### src/rtl/core/length_checksum_frame_receiver_defines.svh
// Assertion macros for the length/checksum frame receiver.
`ifndef LENGTH_CHECKSUM_FRAME_RECEIVER_DEFINES_SVH
`define LENGTH_CHECKSUM_FRAME_RECEIVER_DEFINES_SVH

// Same-cycle implication, disabled during reset
`define LCFR_ASSERT_SAME(label, clk, rst, ante, cons, msg) \
   label: assert property (@(posedge clk) disable iff (rst) (ante) |-> (cons)) \
      else $error(msg);

// Next-cycle implication, disabled during reset
`define LCFR_ASSERT_NEXT(label, clk, rst, ante, cons, msg) \
   label: assert property (@(posedge clk) disable iff (rst) (ante) |=> (cons)) \
      else $error(msg);

`endif

### src/rtl/core/lcfr_pkg.sv
// Shared types and constants for the length/checksum frame receiver.
`default_nettype none

package lcfr_pkg;

   // Status codes of a result
   localparam logic [2:0] ST_BUSY     = 3'd0;
   localparam logic [2:0] ST_OK       = 3'd1;
   localparam logic [2:0] ST_BAD_ID   = 3'd2;
   localparam logic [2:0] ST_BAD_SIZE = 3'd3;
   localparam logic [2:0] ST_BAD_SUM  = 3'd4;
   localparam logic [2:0] ST_DROPPED  = 3'd5;

   // Command codes
   localparam logic CMD_BYTE = 1'b0;
   localparam logic CMD_ARM  = 1'b1;

   // Configuration register map
   localparam int CSR_IDX_W = 2;
   localparam int CSR_DATA_W = 16;
   localparam logic [CSR_IDX_W-1:0] CSR_EXPECTED_ID   = 2'd0;
   localparam logic [CSR_IDX_W-1:0] CSR_EXPECTED_SIZE = 2'd1;

   typedef struct packed {
      logic       cmd;
      logic [7:0] rx_byte;
   } req_type;

   typedef struct packed {
      logic        data_valid;
      logic [7:0]  payload_byte;
      logic [15:0] payload_index;
      logic [2:0]  status;
   } rsp_type;

   typedef struct packed {
      logic [7:0]  expected_id;
      logic [15:0] expected_size;
   } cfg_type;

endpackage

`default_nettype wire

### src/rtl/core/length_checksum_frame_receiver.sv
// Top level of the length/checksum frame receiver.
//
//   channel  direction  handshake           payload
//   req      in         req_valid/req_stall req_data  (cmd, rx_byte)
//   rsp      out        rsp_valid/rsp_stall rsp_data  (data_valid, byte, index, status)
//   csr      in         csr_valid/csr_ready csr_index, csr_wdata
//
// One transaction per cycle unless a held result stalls the flow; a transaction
// goes through the input register, then the parser logic, then the result register.
// Synchronous active-high reset clears both register valids and parser state.
// A held result blocks the parser; the input register still takes one more
// transaction, then req_stall rises until the result is taken.
`default_nettype none

module length_checksum_frame_receiver (
   input  wire logic                            clock,
   input  wire logic                            reset,
   input  wire logic                            req_valid,
   output logic                                 req_stall,
   input  wire lcfr_pkg::req_type               req_data,
   output logic                                 rsp_valid,
   input  wire logic                            rsp_stall,
   output lcfr_pkg::rsp_type                    rsp_data,
   input  wire logic                            csr_valid,
   output logic                                 csr_ready,
   input  wire logic [lcfr_pkg::CSR_IDX_W-1:0]  csr_index,
   input  wire logic [lcfr_pkg::CSR_DATA_W-1:0] csr_wdata
);
   import lcfr_pkg::*;

   `include "length_checksum_frame_receiver_defines.svh"

   logic    in_vld_ff;
   req_type in_data_ff;
   logic    out_vld_ff;
   rsp_type out_data_ff;
   logic    advance;
   cfg_type cfg;
   rsp_type result;

   lcfr_csr u_csr (
      .clock     (clock),
      .reset     (reset),
      .csr_valid (csr_valid),
      .csr_ready (csr_ready),
      .csr_index (csr_index),
      .csr_wdata (csr_wdata),
      .cfg       (cfg)
   );

   lcfr_deframe u_deframe (
      .clock  (clock),
      .reset  (reset),
      .fire   (advance),
      .item   (in_data_ff),
      .cfg    (cfg),
      .result (result)
   );

   // Move from input register to result register when the latter is free
   assign advance   = in_vld_ff && (!out_vld_ff || !rsp_stall);
   assign req_stall = in_vld_ff && !advance;

   // Input register
   always_ff @(posedge clock) begin
      if (reset) begin
         in_vld_ff <= 1'b0;
      end else if (!req_stall) begin
         in_vld_ff <= req_valid;
      end
   end

   always_ff @(posedge clock) begin
      if (req_valid && !req_stall) begin
         in_data_ff <= req_data;
      end
   end

   // Result register
   always_ff @(posedge clock) begin
      if (reset) begin
         out_vld_ff <= 1'b0;
      end else if (!out_vld_ff || !rsp_stall) begin
         out_vld_ff <= in_vld_ff;
      end
   end

   always_ff @(posedge clock) begin
      if (advance) begin
         out_data_ff <= result;
      end
   end

   assign rsp_valid = out_vld_ff;
   assign rsp_data  = out_data_ff;

   // Checks
   `LCFR_ASSERT_SAME(a_payload_busy, clock, reset, rsp_valid && rsp_data.data_valid, rsp_data.status == ST_BUSY, "payload byte with final status")
   `LCFR_ASSERT_SAME(a_idle_zero, clock, reset, rsp_valid && !rsp_data.data_valid, rsp_data.payload_byte == 8'd0 && rsp_data.payload_index == 16'd0, "non-payload result carries data")
   `LCFR_ASSERT_NEXT(a_in_hold, clock, reset, in_vld_ff && out_vld_ff && rsp_stall, in_vld_ff && $stable(in_data_ff), "input register lost a blocked transaction")

endmodule

`default_nettype wire

### src/rtl/core/lcfr_csr.sv
// Configuration registers: expected frame ID and expected payload size.
`default_nettype none

module lcfr_csr (
   input  wire logic                            clock,
   input  wire logic                            reset,
   input  wire logic                            csr_valid,
   output logic                                 csr_ready,
   input  wire logic [lcfr_pkg::CSR_IDX_W-1:0]  csr_index,
   input  wire logic [lcfr_pkg::CSR_DATA_W-1:0] csr_wdata,
   output lcfr_pkg::cfg_type                    cfg
);
   import lcfr_pkg::*;

   cfg_type cfg_ff;
   cfg_type cfg_in;

   // Writes are always taken; unknown indexes are ignored
   assign csr_ready = 1'b1;

   always_comb begin
      cfg_in = cfg_ff;
      if (csr_valid) begin
         case (csr_index)
            CSR_EXPECTED_ID:   cfg_in.expected_id   = csr_wdata[7:0];
            CSR_EXPECTED_SIZE: cfg_in.expected_size = csr_wdata[15:0];
            default:           cfg_in = cfg_ff;
         endcase
      end
   end

   always_ff @(posedge clock) begin
      if (reset) begin
         cfg_ff <= '0;
      end else begin
         cfg_ff <= cfg_in;
      end
   end

   assign cfg = cfg_ff;

endmodule

`default_nettype wire

### src/rtl/core/lcfr_deframe.sv
// Frame parser: header checks, payload pass-through and checksum compare.
`default_nettype none

module lcfr_deframe (
   input  wire logic               clock,
   input  wire logic               reset,
   input  wire logic               fire,
   input  wire lcfr_pkg::req_type  item,
   input  wire lcfr_pkg::cfg_type  cfg,
   output lcfr_pkg::rsp_type       result
);
   import lcfr_pkg::*;

   typedef enum logic [1:0] {
      PH_ID     = 2'd0,
      PH_SIZE_H = 2'd1,
      PH_SIZE_L = 2'd2,
      PH_BODY   = 2'd3
   } phase_type;

   logic        armed_ff, armed_in;
   phase_type   phase_ff, phase_in;
   logic [15:0] count_ff, count_in;
   logic [7:0]  sum_ff,   sum_in;

   // Result and next state for the transaction in the input register
   always_comb begin
      result          = '0;
      result.status   = ST_BUSY;
      armed_in        = armed_ff;
      phase_in        = phase_ff;
      count_in        = count_ff;
      sum_in          = sum_ff;
      if (item.cmd == CMD_ARM) begin
         armed_in = 1'b1;
         phase_in = PH_ID;
         count_in = '0;
         sum_in   = '0;
      end else if (!armed_ff) begin
         result.status = ST_DROPPED;
      end else begin
         case (phase_ff)
            PH_SIZE_H: begin
               if (item.rx_byte == cfg.expected_size[15:8]) begin
                  phase_in = PH_SIZE_L;
               end else begin
                  result.status = ST_BAD_SIZE;
                  armed_in      = 1'b0;
                  phase_in      = PH_ID;
               end
            end
            PH_SIZE_L: begin
               if (item.rx_byte == cfg.expected_size[7:0]) begin
                  phase_in = PH_BODY;
                  count_in = '0;
                  sum_in   = '0;
               end else begin
                  result.status = ST_BAD_SIZE;
                  armed_in      = 1'b0;
                  phase_in      = PH_ID;
               end
            end
            PH_BODY: begin
               if (count_ff < cfg.expected_size) begin
                  result.data_valid    = 1'b1;
                  result.payload_byte  = item.rx_byte;
                  result.payload_index = count_ff;
                  sum_in               = sum_ff + item.rx_byte;
                  count_in             = count_ff + 16'd1;
               end else begin
                  // trailing checksum byte
                  result.status = (item.rx_byte == sum_ff) ? ST_OK : ST_BAD_SUM;
                  armed_in      = 1'b0;
                  phase_in      = PH_ID;
               end
            end
            default: begin
               // expecting the ID byte
               if (item.rx_byte == cfg.expected_id) begin
                  phase_in = PH_SIZE_H;
               end else begin
                  result.status = ST_BAD_ID;
                  armed_in      = 1'b0;
                  phase_in      = PH_ID;
               end
            end
         endcase
      end
   end

   // Parser state moves only when the transaction goes to the result register
   always_ff @(posedge clock) begin
      if (reset) begin
         armed_ff <= 1'b0;
         phase_ff <= PH_ID;
         count_ff <= '0;
         sum_ff   <= '0;
      end else if (fire) begin
         armed_ff <= armed_in;
         phase_ff <= phase_in;
         count_ff <= count_in;
         sum_ff   <= sum_in;
      end
   end

endmodule

`default_nettype wire
### config.mk
export PLATFORM = sky130hd
export DESIGN_NAME = length_checksum_frame_receiver
export DESIGN_NICKNAME = d
export VERILOG_FILES = /design/src/rtl/core/lcfr_pkg.sv /design/src/rtl/core/length_checksum_frame_receiver.sv /design/src/rtl/core/lcfr_csr.sv /design/src/rtl/core/lcfr_deframe.sv
export VERILOG_INCLUDE_DIRS = /design/src /design/src/rtl/core
export SDC_FILE = /design/constraint.sdc
export NUM_CORES = 1
export LEC_CHECK = 0
export BUFFER_PORTS_ARGS = -buffer_cell sky130_fd_sc_hd__buf_4
export CORE_ASPECT_RATIO = 1.2
export CORE_UTILIZATION = 58
export DETAILED_ROUTE_END_ITERATION = 6
export GPL_ROUTABILITY_DRIVEN = 0
export HOLD_SLACK_MARGIN = 0.15
export PLACE_DENSITY = 0.79
export RECOVER_POWER = 25
export SYNTH_ARGS = -nofsm -noshare
export SYNTH_HDL_FRONTEND = slang
export SYNTH_SLANG_ARGS = --single-unit
### constraint.sdc
create_clock -name clock -period 5.4 [get_ports clock]
set_input_delay 1.35 -clock clock [delete_from_list [all_inputs] [get_ports clock]]
set_output_delay 1.35 -clock clock [all_outputs]
set_load 0.005 [all_outputs]
## Word level (Yosys, flattened, before mapping)

Index checks and enable logic that the tools add are counted.

| word-level totals | value |
|---|---|
| register bits | 90 |
| memories kept | 0 |
| latch bits | 0 |
| memory bits (read-only) | 0 |
| output and inout port bits | 31 |
| memory bits (writable) | 0 |
| input port bits | 32 |

| cells by class | value |
|---|---|
| reduce and logical (&&, ||, !) cells | 18 |
| $lt $le $gt $ge | 1 |
| divide/modulo/power cells | 0 |
| equal/unequal tests | 11 |
| shifts and indexed selects | 0 |
| muxes and demuxes | 32 |
| bitwise gates (word level) | 3 |
| multipliers | 0 |
| add/subtract/negate cells | 2 |

Operators with widths:

| cell | number |
|---|---|
| 16-bit 2-to-1 mux | 4 |
| 8-bit equality test | 4 |
| 8-bit 2-to-1 mux | 4 |
| 16-bit case mux with 2 select lines | 1 |
| 25-bit 2-to-1 mux | 1 |
| 16-bit by 1-bit adder with 16-bit output (second input constant) | 1 |
| 16-bit less-than comparator | 1 |
| 2-bit 2-to-1 mux | 8 |
| 8-bit case mux with 2 select lines | 1 |
| 3-bit 2-to-1 mux | 3 |
| 3-bit case mux with 3 select lines | 1 |
| 8-bit adder | 1 |
| 1-bit 2-to-1 mux | 7 |
| 3-bit by 2-bit != test with 1-bit output (second input constant) | 2 |
| 2-bit case mux with 3 select lines | 1 |
| 5-bit AND reduction | 1 |
| 2-bit by 1-bit equality test with 1-bit output (second input constant) | 2 |
| 2-bit equality test (second input constant) | 2 |
| 1-bit zero test | 4 |
| 2-bit AND reduction | 2 |
| 4-bit OR reduction | 1 |
| 1-bit logical AND | 3 |
| 3-bit != test (second input constant) | 1 |
| 1-bit NOT | 3 |
| other kinds (8) | 8 |

## Depth between registers and ports, before layout

Gate-level depths: netlist (run 1).

| depth | value |
|---|---|
| depth after elaboration | 7 |
| mapped depth | 11 |
| gate-level depth less buffers | 9 |

## Cells and area by module

From an unflattened synthesis (run 1), not the netlist that was laid out.

| unflattened totals | value |
|---|---|
| cells, all modules | 499 |
| area total of the unflattened synthesis | 4931.0 µm² |

By module, submodules not included:

| module | area each (µm²) | cells an instance | instances |
|---|---|---|---|
| lcfr_deframe | 2668.8 | 351 | 1 |
| length_checksum_frame_receiver | 1197.4 | 47 | 1 |
| lcfr_csr | 1064.8 | 101 | 1 |

## Worst setup path before layout (run 1)

Ideal clock, no wire load.

| timing | value |
|---|---|
| path type | input -> register |
| from | input port rsp_stall |
| to | register u_deframe.count_ff[14] |
| buffers on the path | 0 |
| setup slack | 1082 ps |
| stages on the path | 6 |
| required time | 5330 ps |
| arrival time | 4248 ps |
| cell sequence | a21boi_1 and2b_1 o31ai_1 or3_4 or4_1 a21oi_1 |

| between the ends | value |
|---|---|
| cells in the longest elaborated chain, start to end | 4 |

RTL lines:

| element | line | source |
|---|---|---|
| start: declaration | length_checksum_frame_receiver.sv:22 | `input wire logic rsp_stall,` |
| 1-bit zero test | length_checksum_frame_receiver.sv:61 | `assign advance = in_vld_ff && (!out_vld_ff \|\| !rsp_stall);` |
| 1-bit logical OR | length_checksum_frame_receiver.sv:61 |  |
| 1-bit logical AND | length_checksum_frame_receiver.sv:61 |  |
| 5-bit AND reduction (no line) | n/a |  |
| end signal: assignment | lcfr_deframe.sv:101 | `count_ff <= count_in;` |
| end: declaration | lcfr_deframe.sv:23 | `logic [15:0] count_ff, count_in;` |

No other way between the ends.
A chain may end at the register's enable or synchronous reset.

## Final worst setup path (run 1)

| timing | value |
|---|---|
| from | input port rsp_stall |
| to | register u_deframe.count_ff[13] |

| between the ends | value |
|---|---|
| cells in the longest elaborated chain, start to end | 4 |

RTL lines:

| element | line | source |
|---|---|---|
| 1-bit zero test | length_checksum_frame_receiver.sv:61 |  |
| 1-bit logical OR | length_checksum_frame_receiver.sv:61 |  |
| 1-bit logical AND | length_checksum_frame_receiver.sv:61 |  |
| named net advance | length_checksum_frame_receiver.sv:37 | `logic advance;` |
| 5-bit AND reduction (no line) | n/a |  |

The timed path passes the listed nets, and every way through them passes these cells.

==> metrics.yaml, run 1 <==
drt:
  firstDrtPassIters: 5
  via_per_inst: 5.92
  drtAntennaViolNets: 0
  drtIter0Drc: 256
  num_vias: 3659
  wl_per_cell_um: 16.2
  drt_wl_total_mm: 9.99
  drcViolationCount: 0
critical_path:
  required_ps: 5710
  cp_max_fo: 31
  critPathKind: "input port to register"
  worst_setup_path_end_kind: "register"
  arrival_ps: 3690
  r2r-start: "u_csr.cfg[5]"
  start_kind: "input port"
  rrSetupSlack_ps: 2300
  r2r_cells: 8
  regToRegEndpoint: "rsp_data[6]"
power:
  power.leakage_nw: 2.01
  p_per_area_nw_per_um2: 257
  ir_worst_vdd_mv: 0.205
clocking:
  cts.repair.resized: 0
  numCtsBuffers: 9
  clkSinkCount: 90
  clk_pin_slew_worst_paths_ps: 100
  cts_tree: "yes"
  ctsHoldBuffers: 0
  clk_latency_ps: 380
  cts_root_buffer: "clkbuf_8"
  cts.htree.levels: 3
  post-cts-setup-buffers: 0
  cts_max_path_buffers: 2
yosys:
  ys_seq_area_frac: 0.474
  yosysMostFrequentCell: "dfxtp_1"
  syn_area_per_cell_um2: 9.70
  ys_types: 54
  synthTopCellsByCount: "53 x dfxtp_1, 52 x nand2_1, 50 x a21oi_1"
  synthTopCellsByArea: "edfxtp_1 24%, dfxtp_1 23%, ha_1 6.3%"
  synth_top_area_frac: 0.243
  ys_ff_latch: 90
  synth-edff-count: 37
  netlist.top_cell.by_area: "edfxtp_1"
  syn_nets: 528
  postSynthCellCount: 472
  yosys_warnings: 0
  ys.flop_type: "dfxtp_1"
  netlist_area_um2: 4580
  ys_async_sr_fraction: 0
placed_design:
  dp_hpwl_mm: 7.10
  portBuffers: 61
  pre_cts_slack_ps: 1710
floorplan:
  io_pins: 63
  num_rows: 35
  coreArea_um2: 7660
  initial_utilization: 0.597
  die_w_um: 83.1
  die_area_um2: 8250
  die-height_um: 99.3
finish:
  drive_above_1_share: 0.169
  multi_input_area_um2: 2200
  insertedDiodeCount: 0
  seq_area_um2: 2170
  nFillCells: 620
  area_growth_pct: 14.4
  fin_nets: 577
hold_path:
  hp-start: "u_csr.cfg[3]"
  hold_class: "register to register"
  hold_path_depth: 2
  hold_end: "u_csr.cfg[3]"
global_routing:
  grt_pass1_vias: 3592
  antenna_found_initial: 0
  grt_pass1_wl_mm: 16.8
  grt_use_total: 0.260
  grt_overflow: 0
  grt_max_degree: 43
timing:
  worst_pin_slew_ps: 1940
  hold_viol_final: 0
  fin_crit_ps: 3380
  max_freq_mhz: 296
  setup_viol: 0
  timing.final.ws_setup_ps: 2020
  fin_tns_setup_ps: 0
  rsz0062_at_grt: "false"
  slew_headroom: -0.290
  period_share: 0.626
  skew_ps: 11.8
  finalMaxSlewViolations: 43
status:
  status: "finished with violations"
  violations: "max-capacitance violations, max-slew violations"
flow_run:
  max_cap_violations: 1
## state kept, by name, indices dropped and copies added (netlist names)
name                flops
u_deframe.count_ff     16
u_csr.cfg              24
rsp_valid               1
in_data_ff              9
in_vld_ff               1
u_deframe.armed_ff      1
u_deframe.phase_ff      2
u_deframe.sum_ff        8
rsp_data               28
## through the flow
| step | hold slack, ps | utilization | area (um2) | power (mW) | std cells |
|---|---|---|---|---|---|
| finish | 486 | 0.683 | 5240 | 1.35 | 618 |
| global placement | 463 | 0.657 | 5040 | 0.874 | 602 |
| global route | 515 | 0.683 | 5240 | 1.39 | 618 |
| detailed placement | 465 | 0.657 | 5040 | 0.878 | 602 |
| floorplan | 444 | - | 4580 | 0.826 | 472 |
| CTS | 490 | 0.684 | 5240 | 1.35 | 618 |
## cell families after synthesis
kind of cell             synth area share
flip-flops                          0.474
adder cells (fa/ha/maj)            0.0672
buffers and inverters              0.0481
AO/OA/AOI/OAI                       0.129
XOR/XNOR                           0.0593
other                            0.000819
AND/OR/NAND/NOR                     0.201
multiplexers                       0.0197
## power by group
part / internal, mW / total, mW / leakage, nW / switching, mW
registers: 0.727 / 0.747 / 0.776 / 0.0198
clock network: 0.223 / 0.484 / 0.107 / 0.261
logic: 0.0535 / 0.115 / 1.13 / 0.0617
## critical path: stages
cell and delay, ps:
clkbuf_1 90, a21boi_0 170, buf_4 390, and2b_1 200
o31a_1 630, nand2_1 210, or4_1 460, a21oi_1 180
## layout make-up
cell class,count,area share
multi-input combinational,336,0.419
sequential,90,0.415
timing repair buffer,64,0.0903
clock buffer,9,0.0237
tap,92,0.0220
clock inverter,7,0.0155
inverter,20,0.0143
## worst max path at each step
| stage | startpoint | endpoint | slack [ps] | cells after the start |
|---|---|---|---|---|
| floorplan | rsp_stall | u_deframe.count_ff[14] | 1080 | 6 |
| global placement | rsp_stall | u_deframe.count_ff[12] | 1800 | 8 |
| detailed placement | rsp_stall | u_deframe.count_ff[13] | 1710 | 8 |
| CTS | rsp_stall | u_deframe.count_ff[13] | 2090 | 8 |
| global route | rsp_stall | u_deframe.count_ff[13] | 1840 | 8 |
| finish | rsp_stall | u_deframe.count_ff[13] | 2020 | 8 |
## routing by layer
| metal | up-vias | wire length [um] | GRT usage |
|---|---|---|---|
| met4 | 0 | 238 | 0.115 |
| met5 | - | 0 | 0 |
| li1 | 1788 | - | - |
| met1 | 1733 | 4250 | 0.309 |
| met2 | 118 | 5040 | 0.465 |
| met3 | 20 | 458 | 0.0407 |
## cells in the final DEF (no fill, tap or decap), types with 3 or more instances in the layout
cell	n
clkbuf_8	9
edfxtp_1	37
a21oi_1	49
nor3_1	3
or4_1	10
nand3_1	10
inv_6	4
buf_4	53
or3_1	4
mux2i_1	9
ha_1	23
o31ai_1	6
nand4_1	19
nor2_1	21
dfxtp_1	53
clkbuf_4	9
o21ai_0	18
o211ai_1	9
nor4_1	5
nand2_1	52
and2_1	24
a21o_1	5
xor2_1	10
inv_1	20
and3_1	4
xnor2_1	21
Power figures use the tool's default switching activity.
==> run 2, diff against run 1 <==
--- a/config.mk
+++ b/config.mk
@@ -6,13 +6,14 @@
 export SDC_FILE = /design/constraint.sdc
 export NUM_CORES = 1
 export LEC_CHECK = 0
+export ABC_AREA = 1
 export BUFFER_PORTS_ARGS = -buffer_cell sky130_fd_sc_hd__buf_4
 export CORE_ASPECT_RATIO = 1.2
-export CORE_UTILIZATION = 58
+export CORE_UTILIZATION = 52
 export DETAILED_ROUTE_END_ITERATION = 6
 export GPL_ROUTABILITY_DRIVEN = 0
 export HOLD_SLACK_MARGIN = 0.15
-export PLACE_DENSITY = 0.79
+export PLACE_DENSITY = 0.75
 export RECOVER_POWER = 25
 export SYNTH_ARGS = -nofsm -noshare
 export SYNTH_HDL_FRONTEND = slang
==> constraint.sdc (replaced) <==
create_clock -name clock -period 2.9 [get_ports clock]
set_input_delay 0.725 -clock clock [delete_from_list [all_inputs] [get_ports clock]]
set_output_delay 0.725 -clock clock [all_outputs]
set_load 0.005 [all_outputs]
==> run 2 against run 1 <==
  * The run still ends with max-capacitance violations, max-slew violations left
  * Power rose by 90%
  * First-iteration DRC count fell by 4.3%
  * Largest power group unchanged
  * Combinational power rose to 2.5 times the previous value
  * Clock skew barely moved
  * Critical path type is now register to register
  * Count of clock-buffer cells in the layout rose by 2
  * Clock power rose by 77%
  * Worst setup slack got worse by 1400 ps
==> metrics.yaml, run 2 <==
finish:
  largest_reg_flops: 28  # unchanged
  fin_area_um2: 5520  # +5.5%
  seq_area_um2: 2170  # unchanged
  area_growth_pct: 15.7
  fin_nets: 732  # +27%
  multi_input_area_um2: 2200  # about the same
  final_cell_mix: "113 x nand2_1, 97 x nor2_1, 76 x inv_1"
  drive_above_1_share: 0.137  # -0.0326
  nFillCells: 793  # +28%
  insertedDiodeCount: 0  # unchanged
  final_common_cell: "nand2_1"
clocking:
  cts.repair.resized: 0  # unchanged
  post-cts-setup-buffers: 0  # unchanged
  cts_root_buffer: "clkbuf_8"
  ctsHoldBuffers: 0  # unchanged
  clk_latency_ps: 370  # about the same
  cts_max_path_buffers: 2  # unchanged
  clk_pin_slew_worst_paths_ps: 90  # about the same
  numCtsBuffers: 9  # unchanged
  cts_tree: "yes"
  clkSinkCount: 90  # unchanged
  cts.htree.levels: 3  # unchanged
floorplan:
  die-height_um: 107  # +7.7%
  num_rows: 37  # +5.7%
  die_area_um2: 9570  # +16%
  die_w_um: 89.5  # +7.7%
  initial_utilization: 0.546  # -0.0516
  coreArea_um2: 8750  # +14%
  io_pins: 63  # unchanged
power:
  ir_worst_vdd_mv: 0.357  # +75%
  power.leakage_nw: 2.28  # +13%
  p_per_area_nw_per_um2: 463  # +80%
status:
  violations: "max-capacitance violations, max-slew violations"
  status: "finished with violations"
yosys:
  ys_types: 34  # -37%
  yosys_warnings: 0  # unchanged
  netlist.top_cell.by_area: "edfxtp_1"
  netlist_area_um2: 4780  # +4.3%
  syn_nets: 672  # +27%
  ys_async_sr_fraction: 0  # unchanged
  yosysMostFrequentCell: "nand2_1"
  ys.flop_type: "dfxtp_1"
  synth-edff-count: 37  # unchanged
  ys_ff_latch: 90  # unchanged
  syn_area_per_cell_um2: 7.75  # -20%
  ys_seq_area_frac: 0.455  # -0.0196
  synth_top_area_frac: 0.233  # -0.0100
  postSynthCellCount: 616  # +31%
  synthTopCellsByCount: "113 x nand2_1, 97 x nor2_1, 76 x inv_1"
  synthTopCellsByArea: "edfxtp_1 23%, dfxtp_1 22%, nand2_1 8.9%"
hold_path:
  hp-start: "u_deframe.sum_ff[7]"
  hold_class: "register to register"
timing:
  fin_tns_setup_ps: 0  # unchanged
  max_freq_mhz: 431
  holdWs_ps: 489  # +2.90 ps
  hold_viol_final: 0  # unchanged
  setup_viol: 0  # unchanged
  finalMaxSlewViolations: 31  # -28%
  fin_crit_ps: 2320
  timing.final.ws_setup_ps: 581  # -1440 ps
  skew_ps: 11.4  # -0.393 ps
  worst_pin_slew_ps: 1560  # -380 ps
  slew_headroom: -0.0371  # +0.253
  rsz0062_at_grt: "false"
  period_share: 0.800
drt:
  wl_per_cell_um: 14.4  # -11%
  via_per_inst: 5.28  # -11%
  drcViolationCount: 0  # unchanged
  drt_wl_total_mm: 11.5  # +15%
  firstDrtPassIters: 5  # unchanged
  num_vias: 4211  # +15%
  drtIter0Drc: 245  # -4.3%
  drtAntennaViolNets: 0  # unchanged
global_routing:
  grt_pass1_wl_mm: 19.4  # +15%
  met3_usage: 0.0354  # -0.00525
  antenna_found_initial: 0  # unchanged
  grt_overflow: 0  # unchanged
  grt_util_met2: 0.466  # +0.000958
  busiest_layer: "met2"
  grt_max_degree: 31  # -28%
  met1_usage: 0.318  # +0.00830
  grt_pass1_vias: 4190  # +17%
  grt_use_total: 0.271  # +0.0112
critical_path:
  required_ps: 3120  # -2590 ps
  max_stage_delay_ps: 430  # -200 ps
  worst_setup_path_end_kind: "register"
  arrival_ps: 2530  # -1160 ps
  cp_max_fo: 24  # -23%
  r2r-start: "u_deframe.count_ff[9]"
  path_cells: "ha_1, nand2_1, inv_1, o21ai_0, a21oi_1, nor2_1, nand3_1, nor2_1, inv_1, nor2_1"
  critPathKind: "register to register"
  critical_path_buf_inv_count: 2  # unchanged
  cp_common_cell: "nor2_1"
  path_delay_family: "simple AND/OR/NAND/NOR gates"
  crit_path_start: "u_deframe.count_ff[9]"
  slowest_stage: "dfxtp_1"
  start_kind: "register"
placed_design:
  portBuffers: 61  # unchanged
  dp_hpwl_mm: 8.82  # +24%
  placed_area_um2: 5340  # +6.0%
  pre_cts_slack_ps: 619  # -1090 ps
flow_run:
  max_cap_violations: 1  # unchanged
[run 2: worst reg2reg max path: cells and delay by family (launching register included)]
kind,cells,cell delay [ps]
compound gates,2,240
fa+ha+maj,1,280
buf+inv,2,370
flops,1,430
simple gates,5,850
[run 2: cell type report]
| class | count | area share |
|---|---|---|
| multi-input combinational | 426 | 0.398 |
| sequential | 90 | 0.393 |
| timing repair buffer | 69 | 0.0924 |
| inverter | 80 | 0.0546 |
| tap | 117 | 0.0265 |
| clock buffer | 11 | 0.0256 |
| clock inverter | 5 | 0.00974 |
[run 2: path summary, 6_finish.rpt]
| check | end | cells past startpoint | slack (ps) |
|---|---|---|---|
| setup / recovery | rsp_data[20] | 10 | 580 |
| hold / removal | u_deframe.sum_ff[7] | 2 | 490 |
| setup reg to reg | rsp_data[20] | 10 | 580 |
| hold reg to reg | u_deframe.sum_ff[7] | 2 | 490 |
[run 2: metrics by stage]
step / util / std cells / power [mW]
6_report: 0.631 / 798 / 2.56
5_1_grt: 0.631 / 798 / 2.66
4_1_cts: 0.632 / 798 / 2.57
3_5_place_dp: 0.610 / 782 / 1.73
3_3_place_gp: 0.610 / 782 / 1.72
2_1_floorplan: - / 616 / 1.61
[run 2: cells by family after synthesis]
family                   count (synthesis)  synth area share
flip-flops                              90             0.455
AO/OA/AOI/OAI                           97             0.107
other                                    1          0.000785
AND/OR/NAND/NOR                        286             0.253
adder cells (fa/ha/maj)                 24            0.0644
XOR/XNOR                                18            0.0346
buffers and inverters                  100            0.0849
[run 2: power by group]
| part | internal, mW | total [mW] | switching, mW |
|---|---|---|---|
| Clock | 0.418 | 0.858 | 0.440 |
| Combinational | 0.124 | 0.292 | 0.167 |
| Sequential | 1.37 | 1.41 | 0.0408 |
| Total | 1.91 | 2.56 | 0.648 |
[run 2: routing by layer]
layer	part of all wire	wire (um)
met1	0.39	4470
met2	0.51	5860
met3	0.069	794
met4	0.034	393
met5	0	0
==> run 3, diff against run 2 <==
==> constraint.sdc (replaced) <==
create_clock -name clock -period 2.1 [get_ports clock]
set_input_delay 0.525 -clock clock [delete_from_list [all_inputs] [get_ports clock]]
set_output_delay 0.525 -clock clock [all_outputs]
set_load 0.005 [all_outputs]
==> run 3 against run 2 <==
  * The run now ends clean
  * Clock power grew 24%
  * Clock skew increased by 3.4 ps
  * Via count grew 4.8%
  * Non-clock buffer count is 30 higher
  * Sequential share of layout area fell by 2.2 points
  * First-iteration DRC count is 10% lower
  * Core utilization is 3.9 points higher
==> metrics.yaml, run 3 (same netlist as run 2, synthesis figures left out) <==
drt:
  wl_per_cell_um: 14.3  # -0.76%
  firstDrtPassIters: 5  # unchanged
  drt_wl_total_mm: 11.9  # +3.0%
  drtIter0Drc: 220  # -10%
  via_per_inst: 5.33  # +1.0%
  drcViolationCount: 0  # unchanged
  num_vias: 4414  # +4.8%
  drtAntennaViolNets: 0  # unchanged
global_routing:
  grt_overflow: 0  # unchanged
  grt_max_degree: 33  # +6.5%
  grt_pass1_vias: 4298  # +2.6%
  antenna_found_initial: 0  # unchanged
  grt_use_total: 0.270  # -0.000791
  grt_pass1_wl_mm: 19.3  # -0.22%
clocking:
  numCtsBuffers: 9  # unchanged
  clk_pin_slew_worst_paths_ps: 90  # about the same
  cts_tree: "yes"
  cts_max_path_buffers: 2  # unchanged
  clk_latency_ps: 380  # about the same
  clkSinkCount: 90  # unchanged
  cts_root_buffer: "clkbuf_8"
  cts.htree.levels: 3  # unchanged
  ctsHoldBuffers: 0  # unchanged
placed_design:
  portBuffers: 61  # unchanged
  dp.cells: 803  # +2.7%
  dp_hpwl_mm: 8.99  # +2.0%
  placed_area_um2: 5520  # +3.4%
  pre_cts_slack_ps: 39.9  # -579 ps
critical_path:
  critical_path_buf_inv_count: 2  # unchanged
  max_stage_delay_ps: 500  # +70 ps
  crit_path_start: "in_data_ff[2]"
  start_kind: "register"
  cp_max_fo: 14  # -42%
  worst_setup_path_end_kind: "register"
  required_ps: 2390  # -730 ps
  critPathKind: "register to register"
  slowest_stage: "edfxtp_1"
  path_delay_family: "simple AND/OR/NAND/NOR gates"
  path_cells: "buf_4, nand2_1, nand4_1, nor2_1, nand2_1, nand2_2, nand2_2, a21boi_4, buf_4, nand3_1, a21oi_2"
  arrival_ps: 2330  # -200 ps
  r2r-start: "in_data_ff[2]"
finish:
  fin_nets: 762  # +4.1%
  area_growth_pct: 22.9
  largest_reg_flops: 28  # unchanged
  final_util: 0.671  # +0.0395
  fin_area_um2: 5870  # +6.3%
  nFillCells: 724  # -8.7%
  instances_no_fill: 828  # +3.8%
  final_cell_mix: "110 x nand2_1, 94 x nor2_1, 85 x buf_4"
  final_common_cell: "nand2_1"
  insertedDiodeCount: 0  # unchanged
  drive_above_1_share: 0.205  # +0.0688
power:
  power.leakage_nw: 2.47  # +8.4%
  ir_worst_vdd_mv: 0.458  # +28%
  p_per_area_nw_per_um2: 589  # +27%
timing:
  max_freq_mhz: 490  # +14%
  timing.final.ws_setup_ps: 60.3  # -521 ps
  hold_viol_final: 0  # unchanged
  fin_crit_ps: 2040  # -279 ps
  worst_pin_slew_ps: 562  # -993 ps
  finalMaxSlewViolations: 0  # -100%
  rsz0062_at_grt: "true"
  setup_viol: 0  # unchanged
  slew_headroom: 0.622  # +0.659
  period_share: 0.971  # +0.172
  skew_ps: 14.8  # +3.39 ps
floorplan:
  die-height_um: 107  # unchanged
  die_w_um: 89.5  # unchanged
  initial_utilization: 0.546  # unchanged
  io_pins: 63  # unchanged
  num_rows: 37  # unchanged
  coreArea_um2: 8750  # unchanged
  die_area_um2: 9570  # unchanged
hold_path:
  hp-start: "req_data[5]"
  hold_class: "input port to register"
flow_run:
  max_cap_violations: 0  # -1
status:
  status: "finished, final reports clean"
[run 3: final cells by class]
type | count | area (um2) | share of cell area
well taps | 117 | 146 | 0.0249
clock inverters | 7 | 45.0 | 0.00767
multi-input cells | 426 | 2290 | 0.391
flip-flops and latches | 90 | 2180 | 0.371
inverters | 80 | 305 | 0.0520
repair buffers | 99 | 776 | 0.132
clock buffers | 9 | 124 | 0.0211
[run 3: power breakdown]
group          total [mW]  switching, mW  internal (mW)
registers            1.94         0.0539           1.89
clock network        1.06          0.634          0.428
logic               0.453          0.249          0.204
[run 3: final timing paths]
kind | to | slack [ps] | depth (start not counted)
min reg2reg | u_csr.cfg[21] | 480 | 2
max reg2reg | u_deframe.count_ff[13] | 60 | 11
max | u_deframe.count_ff[13] | 60 | 11
min | in_data_ff[5] | 350 | 1
[run 3: stage by stage]
| step | power (mW) | setup TNS (ps) | hold WS, ps |
|---|---|---|---|
| 6_report | 3.46 | 0 | 349 |
| 5_1_grt | 3.59 | -279 | 343 |
| 4_1_cts | 3.43 | 0 | 314 |
| 3_5_place_dp | 2.40 | 0 | 466 |
| 3_3_place_gp | 2.39 | 0 | 455 |
| 2_1_floorplan | 2.23 | 0 | 444 |
[run 3: timing repair]
action / CTS / global route
setup buffers: 0 / 9
resized for setup: 0 / 29
endpoints found under the setup margin: 0 / 50
[run 3: worst register-to-register path, cell delays in order (launching register included)]
cell      delay, ps
edfxtp_1        500
buf_4           180
nand2_1          60
nand4_1         100
nor2_1          160
nand2_1          90
nand2_2          80
nand2_2          60
a21boi_4        200
buf_4           240
nand3_1         110
a21oi_2         180
[run 3: layer usage]
metal	GRT usage	vias up	routed length (um)
li1	-	2201	-
met1	0.317	2023	4820
met2	0.465	162	6100
met3	0.0423	28	580
met4	0.145	0	355
met5	0	-	0
